## src/sv/grbe_cell.sv

```systemverilog
`default_nettype none

module grbe_cell #(
   parameter int unsigned VECTOR_BITS = 64
) (
   input  wire logic                   clock,
   input  wire logic                   reset,
   input  wire logic                   prev_tok,
   input  wire logic [VECTOR_BITS-1:0] prev_acc,
   input  wire logic                   vec_bit,
   output      logic                   next_tok,
   output      logic [VECTOR_BITS-1:0] next_acc,
   input  wire logic                   upd_en,
   input  wire logic [VECTOR_BITS-1:0] upd_row,
   input  wire logic [VECTOR_BITS-1:0] upd_pbit,
   input  wire logic                   pivot_here,
   output      logic                   row_valid
);

   logic                   valid_ff, valid_in;
   logic [VECTOR_BITS-1:0] row_ff, row_in;
   logic                   tok_ff;
   logic [VECTOR_BITS-1:0] acc_ff, acc_in;

   // partial residual: fold in this row when its pivot bit is set in the vector
   always_comb begin
      acc_in = acc_ff;
      if (prev_tok) begin
         acc_in = prev_acc ^ ((valid_ff && vec_bit) ? row_ff : '0);
      end
   end

   // elimination and write-back of a new row
   always_comb begin
      row_in   = row_ff;
      valid_in = valid_ff;
      if (upd_en) begin
         if (pivot_here) begin
            row_in   = upd_row;
            valid_in = 1'b1;
         end else if (valid_ff && (|(row_ff & upd_pbit))) begin
            row_in = row_ff ^ upd_row;
         end
      end
   end

   // control state
   always_ff @(posedge clock) begin
      if (reset) begin
         valid_ff <= 1'b0;
         tok_ff   <= 1'b0;
      end else begin
         valid_ff <= valid_in;
         tok_ff   <= prev_tok;
      end
   end

   // payload
   always_ff @(posedge clock) begin
      row_ff <= row_in;
      acc_ff <= acc_in;
   end

   assign next_tok  = tok_ff;
   assign next_acc  = acc_ff;
   assign row_valid = valid_ff;

endmodule

`default_nettype wire

```

## config.mk

```make
export PLATFORM = sky130hd
export DESIGN_NAME = grbe_cell
export DESIGN_NICKNAME = d
export VERILOG_FILES = /design/src/sv/grbe_cell.sv
export SDC_FILE = /design/constraint.sdc
export NUM_CORES = 1
export LEC_CHECK = 0
export ABC_AREA = 1
export ABC_CLOCK_PERIOD_IN_PS = 2500
export BUFFER_PORTS_ARGS = -buffer_cell sky130_fd_sc_hd__buf_2
export CAP_MARGIN = 20
export CORE_AREA = 2 2 129 131
export DETAILED_ROUTE_END_ITERATION = 10
export DIE_AREA = 0 0 131 133
export PLACE_DENSITY = 0.76
export SYNTH_ARGS = -nofsm -noshare
export SYNTH_HDL_FRONTEND = slang
export SYNTH_SLANG_ARGS = --single-unit
```

## constraint.sdc

```tcl
create_clock -name clock -period 2.5 [get_ports clock]
set_input_delay 0.125 -clock clock [delete_from_list [all_inputs] [get_ports clock]]
set_output_delay 0.125 -clock clock [all_outputs]
set_load 0.03 [all_outputs]
```

Yosys cells after proc, flatten, opt, wreduce, memory -nomap -nowiden --
Cells that the tools add are included.
Word-level totals: register bits 130, input port bits 198, output and inout bits 66
Cells by class: muxes and demuxes 3, bitwise operators 3, reduce and logical (&&, ||, !) cells 6
Operators with widths (count):
- 64-bit 2-to-1 mux | 3
- 64-bit XOR | 2
- 64-bit bitwise AND | 1
- 64-bit OR reduction | 1
- 2-bit AND reduction | 2
- 1-bit logical AND | 2
- 2-bit nonzero test | 1

Logic depth before layout (Yosys ltp) --
depth in word-level cells 5, depth in mapped cells 8

Worst setup path before layout --
OpenSTA, ideal clock, no wires.
path type reg2reg, start reg row_ff[24], end reg row_ff[0] (enable), library setup time 0.690 ns, arrival time 1.967 ns, path slack -0.156 ns, stages on the path, launching flop included 9, cells stage by stage edfxtp_1 > nand2_1 > nand2_1 > nor2_1 > nand2_1 > nor2_1 > nand2_1 > o21ai_1 > nand2_1
Between the ends: cells in the longest elaborated chain, start to end 5
RTL lines:
- start: declaration | RTL line 21 | logic [VECTOR_BITS-1:0] row_ff, row_in;
- start signal: assignment | RTL line 60 | row_ff <= row_in;
- 64-bit bitwise AND | RTL line 41 | end else if (valid_ff && (|(row_ff & upd_pbit))) begin
- 64-bit OR reduction | RTL line 41
- 1-bit logical AND | RTL line 41
- 2-bit nonzero test (no source line)
- 2-bit AND reduction (no source line)
No other way between the ends. A chain may end at the register's enable or synchronous reset.

Worst setup path in the final report --
start reg row_ff[60], end reg row_ff[26] (enable)
Same word-level chain as after synthesis.

==> reports/qor.yml <==
final_layout:
  drive_above_1_share: 0.4204
  finalNonFillerCells: 1212
  nets: 1178
  final_cell_mix: "262 x buf_2, 176 x nand2_1, 128 x edfxtp_1"
  area_growth_pct: 43.23
  final_common_cell: "buf_2"
  n_antenna_cell: 0
floorplanning:
  dieArea_um2: 17420
  core_area_um2: 16170
  chipHeight_um: 133
  placementRows: 47
  die_width_um: 131
  ios: 264
  start_util: 0.4356
sta:
  skew_ns: 0.01022
  hold_violations: 0
  worst_pin_slew_ns: 0.9216
  drv_slew: 0
  fin_hold_ws_ns: 0.02086
  tns_ns: 0
  fmax_mhz: 485.2
  setup_viol: 0
  period_share: 0.8244
  rsz0062_at_grt: "false"
  layout_setup_ws_ns: 0.4390
  fin_crit_ns: 2.061
  slew_headroom: 0.3856
detailed_routing:
  routedWlPerCell_um: 14.15
  drc: 0
  first_iter_violations: 199
  drt_pass1_iterations: 5
  viasPerCell: 4.388
  ant_nets: 0
  vias: 5318
  totalWireLength_mm: 17.15
global_route:
  top_usage_layer: "met2"
  grt.met2_usage: 0.3685
  antenna_found_initial: 0
  met1_usage: 0.2214
  grt_pass1_vias: 5805
  grt-ovfl-total: 0
  use_met3: 0.05621
  grt_max_degree: 66
  grtUsageTotal: 0.2059
  grt_pass1_wl_mm: 27.34
outcome:
  outcome: "finished clean"
synth:
  synth_seq_cells: 130
  netlist_area_um2: 7044
  synth_seq_area_share: 0.5513
  ys_async_sr_fraction: 0
  synthCells: 600
  synth_ff_type: "edfxtp_1"
  yosys_warnings: 0
  synth_fp_nets: 798
  ys_types: 15
  syn_avg_cell_area_um2: 11.74
  synth_edf_count: 128
clock_tree:
  clock_latency_ns: 0.41
  htreeDepth: 4
  holdBufCountCts: 107
  cts_made_buffers: 17
  cts.repair.resized: 0
  cts_root_buf: "clkbuf_16"
  cts.clk_slew.worst_paths_ns: 0.06
  cts_setup_buffers: 0
  cts.path.max_buffers: 2
  numClockSinks: 130
  cts_tree: "yes"
place:
  gp_congestion: 0.7496
  place_inst: 1074
  io_buffers: 263
  dp_slack_ns: 0.4018
  hpwl_mm: 11.23
power:
  leakage_nw: 4.732
  irDropWorstVdd_v: 0.0004105
  powerDensity_nw_per_um2: 597.2
setup_path:
  critPathKind: "flop to flop"
  cp-end-kind: "flop"
  crit_path_start_kind: "flop"
  arrival_ns: 2.15
  cp_max_fo: 42
  worst_ep_required_time_ns: 2.59
worst_hold_path:
  hold_path.class: "primary input to flop"
job:
  maxCapViolCount: 0
[registers in the layout (all words and copies together), names as in the netlist]
register and flops:
row_ff 64, row_valid 1, next_tok 1, next_acc 64
[where the power goes]
| part | internal (mW) | total (mW) | switching [mW] |
|---|---|---|---|
| clock | 1.34 | 2.25 | 0.909 |
| combinational | 0.489 | 1.06 | 0.567 |
| sequential | 2.62 | 2.72 | 0.0990 |
[layer usage]
layer / part of all wire / up-vias / wire [um]
met5: 0 / - / 0
met3: 0.063 / 37 / 1081
li1: - / 2623 / -
met1: 0.38 / 2445 / 6543
met4: 0.028 / 0 / 484
met2: 0.53 / 213 / 9038
[metrics by stage]
stage               power (mW)  cell area (um2)  utilization
floorplan                3.329             7047            -
global placement         3.658             8493       0.5252
detailed placement       3.684             8493       0.5252
CTS                      6.074            10090       0.6239
global route             6.262            10090       0.6239
finish                   6.025            10090       0.6239
[layout make-up]
class                   count  area [um2]
inverters                  69       266.5
repair buffers            373        2425
well taps                 220       275.3
clock buffers              18       429.2
flip-flops and latches    130        3884
clock inverters            13       96.34
multi-input cells         389        2714
fillers                  1237        6082
[logic make-up after synthesis]
kind of cell / count (synthesis) / share of synthesized area
buffers and inverters: 81 / 0.06448
AND/OR/NAND/NOR: 259 / 0.1597
flip-flops: 130 / 0.5513
XOR/XNOR: 128 / 0.2231
AO/OA/AOI/OAI: 2 / 0.001420
[synthesized netlist by cell type (2+ instances only)]
library cell  number  share of area
buf_12             6          0.017
buf_6              6         0.0096
dfxtp_1            2         0.0057
edfxtp_1         128           0.55
inv_1             67          0.036
nand2_1          177          0.094
nand2_2           61          0.054
nor2_1            21          0.011
xnor2_1            4         0.0050
xnor2_2           60           0.14
xor2_1            64          0.080
[path summary, 6_finish.rpt]
check | start | end | slack [ns] | cells after the start
setup reg to reg | row_ff[60] | row_ff[26] | 0.44 | 9
hold / removal | prev_acc[5] | next_acc[5] | 0.02 | 2
hold reg to reg | row_valid | row_valid | 0.52 | 2
setup / recovery | row_ff[60] | row_ff[26] | 0.44 | 9
[critical path, cell delays in order (launching register included)]
cell and delay, ns:
edfxtp_1 0.45, nand2_1 0.09, nand2_1 0.06, nor2_1 0.10, nand2_1 0.07, nor2_1 0.28
nand2_1 0.08, o21ai_1 0.21, nand2_4 0.06, buf_4 0.30
(Power assumes the default switching activity.)
